## config.mk

```make
export PLATFORM = sky130hd
export DESIGN_NAME = msk_ram
export DESIGN_NICKNAME = d
export VERILOG_FILES = /design/src/sv/msk_ram.sv
export SDC_FILE = /design/constraint.sdc
export NUM_CORES = 1
export LEC_CHECK = 0
export ABC_AREA = 1
export BUFFER_PORTS_ARGS = -buffer_cell sky130_fd_sc_hd__buf_2
export CELL_PAD_IN_SITES_DETAIL_PLACEMENT = 0
export CELL_PAD_IN_SITES_GLOBAL_PLACEMENT = 1
export CORE_ASPECT_RATIO = 0.8
export CORE_UTILIZATION = 45
export DETAILED_ROUTE_END_ITERATION = 8
export PLACE_DENSITY = 0.76
export SLEW_MARGIN = 40
export SYNTH_ARGS = -nofsm -noshare
export SYNTH_HDL_FRONTEND = slang
export SYNTH_SLANG_ARGS = --single-unit
```

## constraint.sdc

```tcl
create_clock -name clock -period 1.4 [get_ports clock]
set_input_delay 0.35 -clock clock [delete_from_list [all_inputs] [get_ports clock]]
set_output_delay 0.35 -clock clock [all_outputs]
set_load 0.1 [all_outputs]
```

## src/sv/msk_ram.sv

```systemverilog
// synchronous ram, one write port and two read ports with registered data
// no dependencies

module msk_ram #(
   parameter int Width = 8,
   parameter int Depth = 16
) (
   input  logic                     clock,
   input  logic                     we,
   input  logic [$clog2(Depth)-1:0] waddr,
   input  logic [Width-1:0]         wdata,
   input  logic                     re,
   input  logic [$clog2(Depth)-1:0] raddr_a,
   input  logic [$clog2(Depth)-1:0] raddr_b,
   output logic [Width-1:0]         rdata_a,
   output logic [Width-1:0]         rdata_b
);

   logic [Width-1:0] mem [Depth];

   // write port
   always_ff @(posedge clock) begin
      if (we) begin
         mem[waddr] <= wdata;
      end
   end

   // read ports, data held while re is low
   always_ff @(posedge clock) begin
      if (re) begin
         rdata_a <= mem[raddr_a];
         rdata_b <= mem[raddr_b];
      end
   end

endmodule

```

After elaboration in Yosys (flattened, before gate mapping) --
Memories as Yosys holds them, arrays and structs flattened. A register that Yosys moved wholly into a read port is not among the register bits. Index checks and enable logic that the tools add are counted.
Cells by class: $add $sub $neg 0, multiply operators 0, divide/modulo/power cells 0, magnitude comparators 0, equality and inequality tests 0, shift operators 0, mux-type cells 2, bitwise logic cells 0, reductions and logical operators 0
Operator list (count):
- $mux W1 | 2
Storage, ports and cells: flip-flop bits (word level) 0, bits in latches 0, bits in writable memories 128, memory bits (read-only) 0, bits of input ports 23, output and inout bits 16, word-level logic and storage cells 3, memories 1
Memories:
- mem | words 16, width 8, rd ports 2, clocked after Yosys merged registers in 2, wr ports 1, RTL line 19 | logic [Width-1:0] mem [Depth];

Depth between registers and ports, before layout --
Gate-level depths: netlist of the first run.
depth after elaboration 2, depth in mapped cells 7, depth with buffers taken out 6

Least setup slack after synthesis of the first run --
OpenSTA, ideal clock, no wires.
path kind input to register, from input port waddr[3], to memory mem[4][0] (enable), library setup time 370 ps, data arrival time 931 ps, data required time 1030 ps, setup slack 99 ps, stages on the path 2, buffers on the path 0, path through nand3b_1 > nor2_1
RTL lines:
- start: declaration | RTL line 10 | input logic [$clog2(Depth)-1:0] waddr,
- end: declaration | RTL line 19
No word-level cell before the write port.

Worst setup path in the final report of the first run --
from register rdata_a[2], read port of mem, to output port rdata_a[2]
RTL lines:
- start: declaration | RTL line 15 | output logic [Width-1:0] rdata_a,
No word-level cell between the ends.

==> metrics.txt, run 1 <==
Required @ worst endpoint 1050 ps; violated checks setup timing; share of layout cells above drive strength 1 14.1%; run status finished with violations; Setup crit end kind primary output; dpl hpwl 15,700 um; Clk network pwr share 42.5%; final wirelength 22,600 um; CP Cell Sequence buf_12; Seq pwr share 44.0%; Tot GR Track Use 28.3%; Largest stage delay, worst path 500 ps; average vias per placed instance 5.44; Util after Layout 56.7%; count of cell types in the netlist 12; root buf cell clkbuf_16; CORE AREA 16,000 um2; worst-path fanout max 1; slowest CP cell edfxtp_1; kind of cell with the highest combined delay on the critical path flip-flops; GPL Wtd Cong 0.907; period utilization 107%; Leak Pwr 4.07 nW; chip width 146 um; Final Slew Violations 0; P_sw 2.86 mW; met2 WL post-DR 9740 um; Post-Place Worst Slack -204 ps; DR vias 6,242; final non-filler cell area 9040 um2; Final Setup Violations 4; fin crit period 1500 ps; met1 WL 10,100 um; commonest non-fill, non-tap cell in the layout nand2_1; Num CTS Buffers 17; dpl cell area 8420 um2; commonest cells after routing, fill and taps aside nand2_1, nand3_1, edfxtp_1; total grt overflow 0; Layout area overhead 21.9%; slew margin rel. 66.2%; Worst setup SP type register; Clk Latency, worst-skew pair 420 ps; Routed WL per cell 19.7 um; worst setup margin -97.1 ps; initial antenna violation count 0; maximum vdd drop 0.831 mV; class of the worst hold path in2reg; Gate power share 13.5%; Highest Clock Rate 668 MHz; first-pass GRT wire length 34,800 um; deepest clock path buffer count 2; PortBufs 38; worst-margin pin slew 508 ps; Initial Util 46.5%; Pint 8.35 mW; final clock skew 7.70 ps; Post-CTS Resized 0; CTS tree done; Pre-Repair DR Iteration Count 5; syn nets 874; clk slew on worst S/H paths 60 ps; drt drc 0; post-synthesis register bit count 144; number of fill cells in the layout 1,407; Die Y 117 um; vias in the first global route 6,053; clk sinks 144; switch share 25.5%; largest net degree at the start of global routing 47; Buffers & Inverters on Critical Path 1; top layer in use met4; Ys Warns 0; register area share after synthesis 58.3%; final hold violations 0; DR WL met3 2270 um; final net count 943; Pwr Density 1240 nW/um2; Mapped Avg Cell Area 8.72 um2; placed instance count 1,116; RSZ-0062 raised after global routing true; # rows 41; Die Footprint 17,000 um2; WP data arrival 1150 ps; H-Tree Level Count 4; Post-Syn Area 7420 um2; number of max-cap violations 0; fin cells 1,148; DRT iter0 DRCs 784; Diodes inserted 0; hold slack final 326 ps; kind of critical path reg2out; Cells after Synth 851; Ports 39; Routed Antenna Nets 0
## cells in the mapped netlist
| library cell | n | area (um2) |
|---|---|---|
| buf_1 | 1 | 3.75 |
| buf_2 | 26 | 130 |
| buf_4 | 4 | 30.0 |
| buf_6 | 14 | 158 |
| clkbuf_1 | 3 | 11.3 |
| edfxtp_1 | 144 | 4320 |
| inv_1 | 134 | 503 |
| inv_2 | 4 | 15.0 |
| nand2_1 | 277 | 1040 |
| nand3_1 | 225 | 1130 |
| nand3b_1 | 2 | 15.0 |
| nor2_1 | 17 | 63.8 |
## power by group through the flow
stage / Combinational (mW) / Clock [mW] / Sequential, mW
finish: 1.51 / 4.77 / 4.94
global route: 1.61 / 4.98 / 4.95
CTS: 1.50 / 4.81 / 4.94
detailed placement: 1.49 / 0 / 5.03
global placement: 1.48 / 0 / 5.03
floorplan: 0.606 / 0 / 5.28
## registers in the layout, indices dropped and copies added, names as in the netlist
register,flops
rdata_b,8
rdata_a,8
mem,128
## metal layers
metal,global-route usage (%),vias to the layer above
met2,43.0,353
met3,6.94,43
li1,-,2894
met5,0,-
met1,39.5,2952
met4,10.7,0
## what timing repair did
item / CTS / global route
setup buffers: 0 / 0
pin swaps: 0 / 0
hold buffers: 0 / 0
endpoints found under the setup margin: 6 / 14
endpoints found under the hold margin: 0 / 0
## final timing paths
kind	slack [ps]	start	cells after the start	endpoint
worst max register to register	140	mem[4][1]	6	rdata_a[1]
worst max-delay path	-100	rdata_a[2]	1	rdata_a[2]
worst min register to register	750	mem[10][5]	6	rdata_a[5]
worst min-delay path	330	wdata[1]	1	mem[4][1]
## area by class of cell
cell class	count	area, um2	area share (%)
sequential	144	4320	47.8
clock buffer	17	425	4.71
inverter	138	518	5.73
clock inverter	15	191	2.12
tap	215	269	2.98
timing repair buffer	98	1070	11.8
multi-input combinational	521	2240	24.8
## logic make-up after synthesis
kind of cell	share of synthesized area, %
flip-flops	58.3
AND/OR/NAND/NOR	30.3
buffers and inverters	11.5
## stage by stage
step / TNS, ps / power (mW)
global placement: -1790 / 6.50
CTS: -331 / 11.2
global route: -476 / 11.5
detailed placement: -1920 / 6.52
floorplan: 0 / 5.89
finish: -253 / 11.2
(Power assumes the default switching activity.)
==> run 2, diff against run 1 <==
- REMOVE_ABC_BUFFERS: default -> 1
==> run 2 against run 1 <==
The run still ends with setup timing left. Power fell by 1.7%. Flip-flop and latch count unchanged. Critical path depth stayed put. Critical path type unchanged. Critical endpoint is now rdata_b[6]. Largest cell class unchanged. Highest routed layer unchanged.
==> metrics.txt, run 2 (synthesis results as in run 1) <==
FF/Latch Area 4320 um2 (unchanged); Buffers & Inverters on Critical Path 1 (unchanged); number of flip-flops in the largest register 128 (unchanged); largest net degree at the start of global routing 46 (-2.1%); top flop regs mem (128), rdata_a (8), rdata_b (8); worst setup margin -73.7 ps (+23.3 ps); chip width 146 um (unchanged); RSZ-0062 raised after global routing true; WP data arrival 1120 ps (-30 ps); Initial Util 46.5% (unchanged); slowest CP cell edfxtp_1; FF-to-FF path depth 6 (unchanged); drt drc 0 (unchanged); average vias per placed instance 5.32 (-2.2%); CTS tree done; number of fill cells in the layout 1,392 (-1.1%); final clock skew 5.19 ps (-2.51 ps); largest register by flop count mem; clk slew on worst S/H paths 60 ps (about the same); slew margin rel. 66.6% (+0.39 points); Die Footprint 17,000 um2 (unchanged); final non-filler cell area 8870 um2 (-1.8%); DRT iter0 DRCs 537 (-32%); total grt overflow 0 (unchanged); worst-path fanout max 1 (unchanged); Routed Antenna Nets 0 (unchanged); maximum vdd drop 0.828 mV (-0.34%); Pre-Repair DR Iteration Count 5 (unchanged); multi-input logic area 2240 um2 (unchanged); Largest stage delay, worst path 480 ps (-20 ps); Final Setup Violations 6 (+2); final wirelength 20,900 um (-7.5%); Worst setup SP type register; clk sinks 144 (unchanged); CORE AREA 16,000 um2 (unchanged); Required @ worst endpoint 1050 ps (about the same); root buf cell clkbuf_16; fin crit period 1470 ps (-23.3 ps); dpl hpwl 13,900 um (-11%); commonest cells after routing, fill and taps aside nand2_1, nand3_1, edfxtp_1; final net count 928 (-1.6%); WP depth 1 (unchanged); Diodes inserted 0 (unchanged); worst-margin pin slew 502 ps (-5.81 ps); Highest Clock Rate 679 MHz (+1.6%); Final Slew Violations 0 (unchanged); CP Cell Sequence buf_12; share of layout cells above drive strength 1 12.4% (-1.7 points); Ports 39 (unchanged); period utilization 105% (-1.7 points); Tot GR Track Use 26.0% (-2.3 points); Layout area overhead 19.6%; class of the worst hold path in2reg; violated checks setup timing; commonest non-fill, non-tap cell in the layout nand2_1; vias in the first global route 5,874 (-3.0%); cts hold-fix bufs 0 (unchanged); # rows 41 (unchanged); PortBufs 38 (unchanged); Routed WL per cell 18.5 um (-6.3%); run status finished with violations; kind of cell with the highest combined delay on the critical path flip-flops; kind of critical path reg2out; Final TNS setup -208 ps (+45.7 ps); hold depth 1 (unchanged); final hold violations 0 (unchanged); initial antenna violation count 0 (unchanged); first-pass GRT wire length 32,400 um (-7.1%); Leak Pwr 3.98 nW (-2.2%); Post-Place Worst Slack -157 ps (+47.9 ps); H-Tree Level Count 4 (unchanged); Clk Latency, worst-skew pair 420 ps (about the same); dpl cell area 8270 um2 (-1.8%); GPL Wtd Cong 0.871 (-4.0%); Die Y 117 um (unchanged); Util after Layout 55.6% (-1.0 points); Num CTS Buffers 17 (unchanged); Power Total 11.0 mW (-1.7%); DR vias 6,022 (-3.5%); Pwr Density 1240 nW/um2 (+0.12%); Setup crit end kind primary output; Post-CTS Resized 0 (unchanged); number of max-cap violations 0 (unchanged); Post-CTS Setup Repair Bufs 0 (unchanged); deepest clock path buffer count 2 (unchanged)
run 2: path summary, 6_finish.rpt:
check / slack (ps) / to / from
setup / recovery: -70 / rdata_b[6] / rdata_b[6]
hold / removal: 320 / mem[4][6] / wdata[6]
setup reg to reg: 220 / rdata_b[4] / mem[1][4]
hold reg to reg: 750 / rdata_a[4] / mem[10][4]
run 2: area by class of cell:
class	count	area share, %
inverters	138	5.84
well taps	215	3.03
flip-flops and latches	144	48.7
clock buffers	18	4.84
repair buffers	83	10.3
multi-input cells	521	25.3
clock inverters	14	1.93
run 2: layer usage:
metal  track usage [%]  routed length [um]  vias to the layer above
li1                  -                   -                     2862
met1              34.3                9230                     2849
met2              43.0                9810                      283
met3              5.50                1620                       28
met4              9.47                 291                        0
met5                 0                   0                        -
run 2: power by group:
group | leakage (nW) | switching (mW) | internal, mW
Combinational | 2.37 | 0.970 | 0.474
Clock | 0.293 | 1.70 | 2.94
Sequential | 1.31 | 0.0578 | 4.88
run 2: stage by stage:
stage                     cells  hold WS [ps]
final                      1133           324
after global routing       1133           321
after CTS                  1133           314
after detailed placement   1101           731
after global placement     1101           741
after floorplan             803           449
