### config.mk
export PLATFORM = sky130hd
export DESIGN_NAME = msk_cmp
export DESIGN_NICKNAME = d
export VERILOG_FILES = /design/src/sv/msk_pkg.sv /design/src/sv/msk_cmp.sv
export SDC_FILE = /design/constraint.sdc
export NUM_CORES = 1
export LEC_CHECK = 0
export ABC_CLOCK_PERIOD_IN_PS = 5220
export BUFFER_PORTS_ARGS = -buffer_cell sky130_fd_sc_hd__buf_4
export CAP_MARGIN = 15
export CORE_MARGIN = 5
export CORE_UTILIZATION = 30
export DETAILED_ROUTE_END_ITERATION = 6
export REMOVE_ABC_BUFFERS = 1
export SYNTH_ARGS = -nofsm -noshare
export SYNTH_HDL_FRONTEND = slang
export SYNTH_SLANG_ARGS = --single-unit
### constraint.sdc
create_clock -name vclk -period 5.22
set_input_delay 0 -clock vclk [all_inputs]
set_output_delay 0 -clock vclk [all_outputs]
set_load 0.05 [all_outputs]
### src/sv/msk_pkg.sv
// types, codes and constants shared by the row sorter
// no dependencies; compile first

package msk_pkg;

   localparam int MaxRows  = 1024;
   localparam int KeyCount = 4;
   localparam int MaxKeys  = 4;
   localparam int KeyW     = 64;
   localparam int CsrW     = 8;

   typedef enum logic {
      OP_APPEND = 1'b0,
      OP_EMIT   = 1'b1
   } opcode_type;

   typedef enum logic [1:0] {
      STATUS_ROW   = 2'd0,
      STATUS_FULL  = 2'd1,
      STATUS_DRAIN = 2'd2
   } status_type;

   typedef enum logic [1:0] {
      CSR_KEY_COUNT   = 2'd0,
      CSR_KEY_TYPES   = 2'd1,
      CSR_ASCENDING   = 2'd2,
      CSR_NULLS_FIRST = 2'd3
   } csr_index_type;

   typedef enum logic [1:0] {
      KT_INT32  = 2'd0,
      KT_INT64  = 2'd1,
      KT_DOUBLE = 2'd2,
      KT_BOOL   = 2'd3
   } key_kind_type;

   typedef struct packed {
      logic [2:0] key_count;
      logic [7:0] key_types;
      logic [3:0] ascending_mask;
      logic [3:0] nulls_first_mask;
   } cfg_type;

   typedef struct packed {
      logic [KeyW-1:0] key_a;
      logic [KeyW-1:0] key_b;
      logic [KeyW-1:0] key_c;
      logic [KeyW-1:0] key_d;
      logic [3:0]      nulls;
      logic [KeyW-1:0] payload;
   } row_type;

   localparam int RowW = $bits(row_type);

endpackage

### src/sv/msk_cmp.sv
// row comparator: flags when the right row sorts strictly before the left one
// depends on msk_pkg

module msk_cmp (
   input  msk_pkg::cfg_type cfg,
   input  msk_pkg::row_type row_left,
   input  msk_pkg::row_type row_right,
   output logic             right_first
);
   import msk_pkg::*;

   logic [KeyW-1:0] key_l [KeyCount];
   logic [KeyW-1:0] key_r [KeyCount];
   logic [KeyCount-1:0] v_lt;
   logic [KeyCount-1:0] v_gt;
   logic [2:0] used;

   // value compare of right against left, per key
   function automatic logic [1:0] cmp_value(input logic [1:0] kind,
                                            input logic [KeyW-1:0] x,
                                            input logic [KeyW-1:0] y);
      logic lt;
      logic gt;
      logic nan;
      logic zeros;
      logic [KeyW-1:0] ox;
      logic [KeyW-1:0] oy;
      lt = 1'b0;
      gt = 1'b0;
      nan = (&x[62:52] && |x[51:0]) || (&y[62:52] && |y[51:0]);
      zeros = (x[62:0] == 63'd0) && (y[62:0] == 63'd0);
      ox = x[63] ? ~x : (x | {1'b1, 63'd0});
      oy = y[63] ? ~y : (y | {1'b1, 63'd0});
      case (kind)
         KT_INT32: begin
            lt = $signed(x[31:0]) < $signed(y[31:0]);
            gt = $signed(x[31:0]) > $signed(y[31:0]);
         end
         KT_INT64: begin
            lt = $signed(x) < $signed(y);
            gt = $signed(x) > $signed(y);
         end
         KT_DOUBLE: begin
            lt = !nan && !zeros && (ox < oy);
            gt = !nan && !zeros && (ox > oy);
         end
         default: begin
            lt = x[7:0] < y[7:0];
            gt = x[7:0] > y[7:0];
         end
      endcase
      return {lt, gt};
   endfunction

   assign key_l[0] = row_left.key_a;
   assign key_l[1] = row_left.key_b;
   assign key_l[2] = row_left.key_c;
   assign key_l[3] = row_left.key_d;
   assign key_r[0] = row_right.key_a;
   assign key_r[1] = row_right.key_b;
   assign key_r[2] = row_right.key_c;
   assign key_r[3] = row_right.key_d;

   // keys in use, clamped to what exists
   always_comb begin
      used = cfg.key_count;
      if (used > 3'(MaxKeys)) used = 3'(MaxKeys);
      if (used > 3'(KeyCount)) used = 3'(KeyCount);
   end

   // independent value compares
   always_comb begin
      for (int k = 0; k < KeyCount; k++) begin
         {v_lt[k], v_gt[k]} = cmp_value(cfg.key_types[2*k +: 2], key_r[k], key_l[k]);
      end
   end

   // priority chain, first deciding key wins
   always_comb begin
      logic done;
      logic rn;
      logic ln;
      logic nf;
      done = 1'b0;
      right_first = 1'b0;
      for (int k = 0; k < KeyCount; k++) begin
         rn = row_right.nulls[k];
         ln = row_left.nulls[k];
         nf = cfg.nulls_first_mask[k];
         if (!done && (3'(k) < used) && !(rn && ln)) begin
            if (rn) begin
               done = 1'b1;
               right_first = nf;
            end else if (ln) begin
               done = 1'b1;
               right_first = !nf;
            end else if (v_lt[k] || v_gt[k]) begin
               done = 1'b1;
               right_first = cfg.ascending_mask[k] ? v_lt[k] : v_gt[k];
            end
         end
      end
   end

endmodule

After elaboration in Yosys (flattened, before gate mapping):

Cells that the tools add are included.

* register bits: 0
* input bits: 667
* output and inout port bits: 1
* logic and storage cells: 194

* magnitude comparators: 38
* equality and inequality tests: 8
* mux-type cells: 50
* bitwise logic cells: 8
* reductions and logical operators: 90

Operators by type and width (count)
* $gt A64 B64 Y1: 8
* $lt A64 B64 Y1: 8
* $mux W64: 8
* $not A64 Y64: 8
* $logic_not A63 Y1: 8
* $reduce_or A52 Y1: 8
* $gt A32 B32 Y1: 4
* $lt A32 B32 Y1: 4
* $reduce_and A11 Y1: 8
* $logic_and A1 B1 Y1: 35
* $gt A8 B8 Y1: 4
* $lt A8 B8 Y1: 4
* $mux W1: 32
* $pmux W1 S3: 8
* $logic_not A1 Y1: 19
* $eq A2 B1 Y1 const B: 4
* $eq A2 B2 Y1 const B: 4
* $logic_not A2 Y1: 4
* $logic_or A1 B1 Y1: 8
* $gt A3 B3 Y1 const B: 2
* $lt A1 B3 Y1 const A: 2
* $lt A2 B3 Y1 const A: 2
* $mux W3: 2

Longest topological paths before layout:

* depth after elaboration: 24
* gate-level depth with buffers: 16
* gate-level depth less buffers: 13

Worst setup path before layout:

OpenSTA, ideal clock, no wires.

* path kind: input-to-output
* start point: in row_right[323] (netlist bit)
* end point: out right_first
* data arrival time: 3.894 ns
* slack: 1.326 ns
* stages on the path: 15
* path buffers: 2
* cells stage by stage: clkbuf_1 -> buf_1 -> xor2_1 -> ha_1 -> a21oi_1 -> o21a_1 -> o21ai_1 -> a2111o_1 -> a211o_1 -> a211oi_2 -> o32ai_1 -> a311o_1 -> nor4_1 -> a21oi_1 -> o32ai_2

* cells in the longest elaborated chain, start to end: 22
* elaborated cells on any way between the ends: 49
* classes of those cells: order compare (4); mux (32); bitwise (1); reduce/logical (12)

RTL lines
* from (decl): RTL line msk_cmp.sv:7 `input msk_pkg::row_type row_right,`
* $not A64 Y64: RTL line msk_cmp.sv:32 `ox = x[63] ? ~x : (x | {1'b1, 63'd0});`
* $mux W64: RTL line msk_cmp.sv:32
* $gt A64 B64 Y1 / $lt A64 B64 Y1 (equally long branches): RTL line msk_cmp.sv:45, msk_cmp.sv:44
* $logic_and A1 B1 Y1, on equally long branches: RTL line msk_cmp.sv:45, msk_cmp.sv:44
* $pmux W1 S3: RTL line msk_cmp.sv:34 `case (kind)`
* $mux W1 / $logic_or A1 B1 Y1 (equally long branches): RTL line msk_cmp.sv:99, msk_cmp.sv:97
* $mux W1: RTL line msk_cmp.sv:97 `end else if (v_lt[k] || v_gt[k]) begin`
* $mux W1: RTL line msk_cmp.sv:94 `end else if (ln) begin`
* (+6 left out)
* $mux W1 / $logic_not A1 Y1 (equally long branches): RTL line msk_cmp.sv:97, msk_cmp.sv:90
* $mux W1 / $logic_and A1 B1 Y1 (equally long branches): RTL line msk_cmp.sv:94, msk_cmp.sv:90
* $mux W1 / $logic_and A1 B1 Y1 (equally long branches): RTL line msk_cmp.sv:91, msk_cmp.sv:90
* $mux W1: RTL line msk_cmp.sv:90 `if (!done && (3'(k) < used) && !(rn && ln)) begin`
* $mux W1 / $logic_not A1 Y1 (equally long branches): RTL line msk_cmp.sv:97, msk_cmp.sv:90
* $mux W1 / $logic_and A1 B1 Y1 (equally long branches): RTL line msk_cmp.sv:94, msk_cmp.sv:90
* $mux W1 / $logic_and A1 B1 Y1 (equally long branches): RTL line msk_cmp.sv:91, msk_cmp.sv:90
* $mux W1 (*): RTL line msk_cmp.sv:90
* to (decl): RTL line msk_cmp.sv:8 `output logic right_first`

Mark *: on every way between the ends. The rest lies on a longest branch, timed or not.

Worst setup path after layout:

* start point: in row_left[195] (netlist bit)
* end point: out right_first

* cells in the longest elaborated chain, start to end: 14
* elaborated cells on any way between the ends: 27
* classes of those cells: order compare (4); mux (16); bitwise (1); reduce/logical (6)

RTL lines
* from (decl): RTL line msk_cmp.sv:6 `input msk_pkg::row_type row_left,`
* $not A64 Y64: RTL line msk_cmp.sv:33 `oy = y[63] ? ~y : (y | {1'b1, 63'd0});`
* $mux W64: RTL line msk_cmp.sv:33
* $gt A64 B64 Y1 / $lt A64 B64 Y1 (equally long branches): RTL line msk_cmp.sv:45, msk_cmp.sv:44
* $logic_and A1 B1 Y1, on equally long branches: RTL line msk_cmp.sv:45, msk_cmp.sv:44
* $pmux W1 S3: RTL line msk_cmp.sv:34
* $mux W1 / $logic_or A1 B1 Y1 (equally long branches): RTL line msk_cmp.sv:99, msk_cmp.sv:97
* $mux W1: RTL line msk_cmp.sv:97
* $mux W1: RTL line msk_cmp.sv:94
* $mux W1: RTL line msk_cmp.sv:91 `if (rn) begin`
* $mux W1: RTL line msk_cmp.sv:90
* $mux W1 / $logic_not A1 Y1 (equally long branches): RTL line msk_cmp.sv:97, msk_cmp.sv:90
* $mux W1 / $logic_and A1 B1 Y1 (equally long branches): RTL line msk_cmp.sv:94, msk_cmp.sv:90
* $mux W1 / $logic_and A1 B1 Y1 (equally long branches): RTL line msk_cmp.sv:91, msk_cmp.sv:90
* $mux W1 (*): RTL line msk_cmp.sv:90

Marked as above.

==> out/metrics.csv <==
metric,value,unit
largest net degree at the start of global routing,54,
Worst Setup SP,row_left[195],
Post-CTS Setup Bufs,0,
initial antenna violation count,2,
Initial Util,30.3,%
I/O pin cnt,668,
sequential-to-total area share from yosys stat,0,%
vias post-DR,20000,
row count,91,
post-cts repair resize count,0,
initial drt markers,1218,
Total GRT Usage,19.9,%
maxcap violations,0,
core area,61700,um^2
WHS Path Cells,4,
Vias/cell,5.25,
Slew headroom,41.8,%
die height,260,um
CP endpoint kind,output port,
dpl hpwl,64200,um
synthesis warning total,0,
final antenna-violating net count,0,
Max Fclk,227,MHz
post-layout util,38.4,%
IO buf count,540,
first-pass GRT wire length,110000,um
Synth Cell Area,18700,um^2
total gr overflow,0,
TNS Setup,0,ns
Worst EP required,5.22,ns
seq_cells,0,
Crit Path Category,input pin to output port,
worst slew pin tran,0.873,ns
Setup crit start kind,input pin,
worst vdd ir,46.8,uV
Area Overhead vs Synth,26.8,%
"Min Clock Period, post-route",4.40,ns
Final Max Tran Viols,0,
Pleak,11.5,nW
# hold bufs at CTS,0,
gpl congestion,0.943,
fin crit share,84.3,%
Post-Synthesis Cells,2468,
"commonest non-fill, non-tap cell in the layout",buf_4,
most frequent cells in the layout,"551 x buf_4, 512 x ha_1, 276 x inv_1",
Final nets,4145,
total power,2.31,mW
Setup-failing EPs final,0,
Wirelength per Cell,19.0,um
vias in the first global route,19700,
final worst setup slack,0.821,ns
Die W,260,um
Sequential Area,0,um^2
placed cell areas,23700,um^2
Hold Crit Class,input pin to output port,
DRC viols,0,
clock buf count,0,
crit path DAT,4.40,ns
Worst Hold Launch,cfg[16],
RSZ-0062 raised after global routing,no,
final wirelength,72200,um
"Avg Cell Area, Syn",7.57,um^2
# fillers,6557,
post-synth cell types,76,
design area,23700,um^2
Hold Fails Final Rpt,0,
pre-CTS WS,0.673,ns
die area,67400,um^2
status,"finished, final reports clean",
CP max FO,46,
share of layout cells above drive strength 1,19.2,%
PwrDens,97.5,nW/um^2
Hold EP,right_first,
DRT Pass-1 Iters,5,
per-stage QoR:
step,hold slack [ns],std cells
2_1_floorplan,0.321,2411
3_3_place_gp,0.464,3801
3_5_place_dp,0.471,3801
4_1_cts,0.474,3801
5_1_grt,0.481,3801
6_report,0.470,3802
worst max-delay path by stage:
| stage | end | slack, ns | cells after the start |
|---|---|---|---|
| 2_1_floorplan | right_first | 2.10 | 13 |
| 3_3_place_gp | right_first | 0.68 | 16 |
| 3_5_place_dp | right_first | 0.67 | 16 |
| 4_1_cts | right_first | 0.66 | 16 |
| 5_1_grt | right_first | 0.48 | 16 |
| 6_report | right_first | 0.82 | 16 |
cells by family after synthesis:
kind of cell | count (synthesis) | share of synthesized area, %
compound gates | 463 | 15.9
xor+xnor | 505 | 23.7
buf+inv | 333 | 6.70
mux | 8 | 0.469
simple gates | 647 | 19.0
fa+ha+maj | 512 | 34.3
synth_stat cells, types with 4 or more instances:
cell,n,area [um^2]
ha_1,512,6410
inv_1,276,1040
xor2_1,253,2220
xnor2_1,252,2210
a21oi_1,173,866
nor4_1,151,945
nand4_1,135,845
nand2_1,109,409
nor2_1,77,289
o21ai_0,76,380
nand3_1,68,340
a21o_1,41,308
clkbuf_1,34,128
a211oi_1,32,240
nor3_1,27,135
buf_1,22,82.6
o211ai_1,22,165
nor2b_1,19,119
o21a_1,17,128
a221oi_1,10,87.6
and3_1,10,62.6
or4_1,9,67.6
a211o_1,8,70.1
a31oi_1,8,50.1
nand2b_1,8,50.1
and4_1,7,61.3
o31ai_1,7,52.6
o2111ai_1,6,52.6
a21boi_0,5,37.5
a221o_1,5,50.1
mux2i_1,5,50.1
o21ai_1,5,25.0
a22oi_1,4,30.0
a311oi_1,4,35.0
area by class of cell:
| class | instances | area, um^2 | share of cell area, % |
|---|---|---|---|
| Antenna cell | 1 | 2.50 | 0.0106 |
| Tap cell | 837 | 1050 | 4.42 |
| Multi-Input combinational cell | 2135 | 17400 | 73.6 |
| Inverter | 276 | 1040 | 4.37 |
| Timing Repair Buffer | 553 | 4180 | 17.6 |
report_power, final:
part           switching [mW]     total, mW  internal, mW
registers                   0             0             0
logic                    1.23          2.31          1.08
clock network               0  0.0000000256  0.0000000256
per-layer routing:
metal | wire (um) | track usage [%]
met5 | 34 | 0
met4 | 1410 | 3.07
met3 | 4200 | 2.53
met2 | 34400 | 35.2
met1 | 32100 | 26.5
critical path, stage by stage:
cell,delay [ns]
buf_4,0.57
buf_4,0.45
xnor2_1,0.17
ha_1,0.26
a21oi_1,0.15
o21ai_0,0.19
a221o_1,0.33
nor3_1,0.28
a21oi_1,0.11
o211ai_1,0.21
o211ai_1,0.14
o31ai_1,0.47
o31a_1,0.41
nor3_1,0.13
o32ai_2,0.27
buf_4,0.24
(Power assumes the default switching activity.)
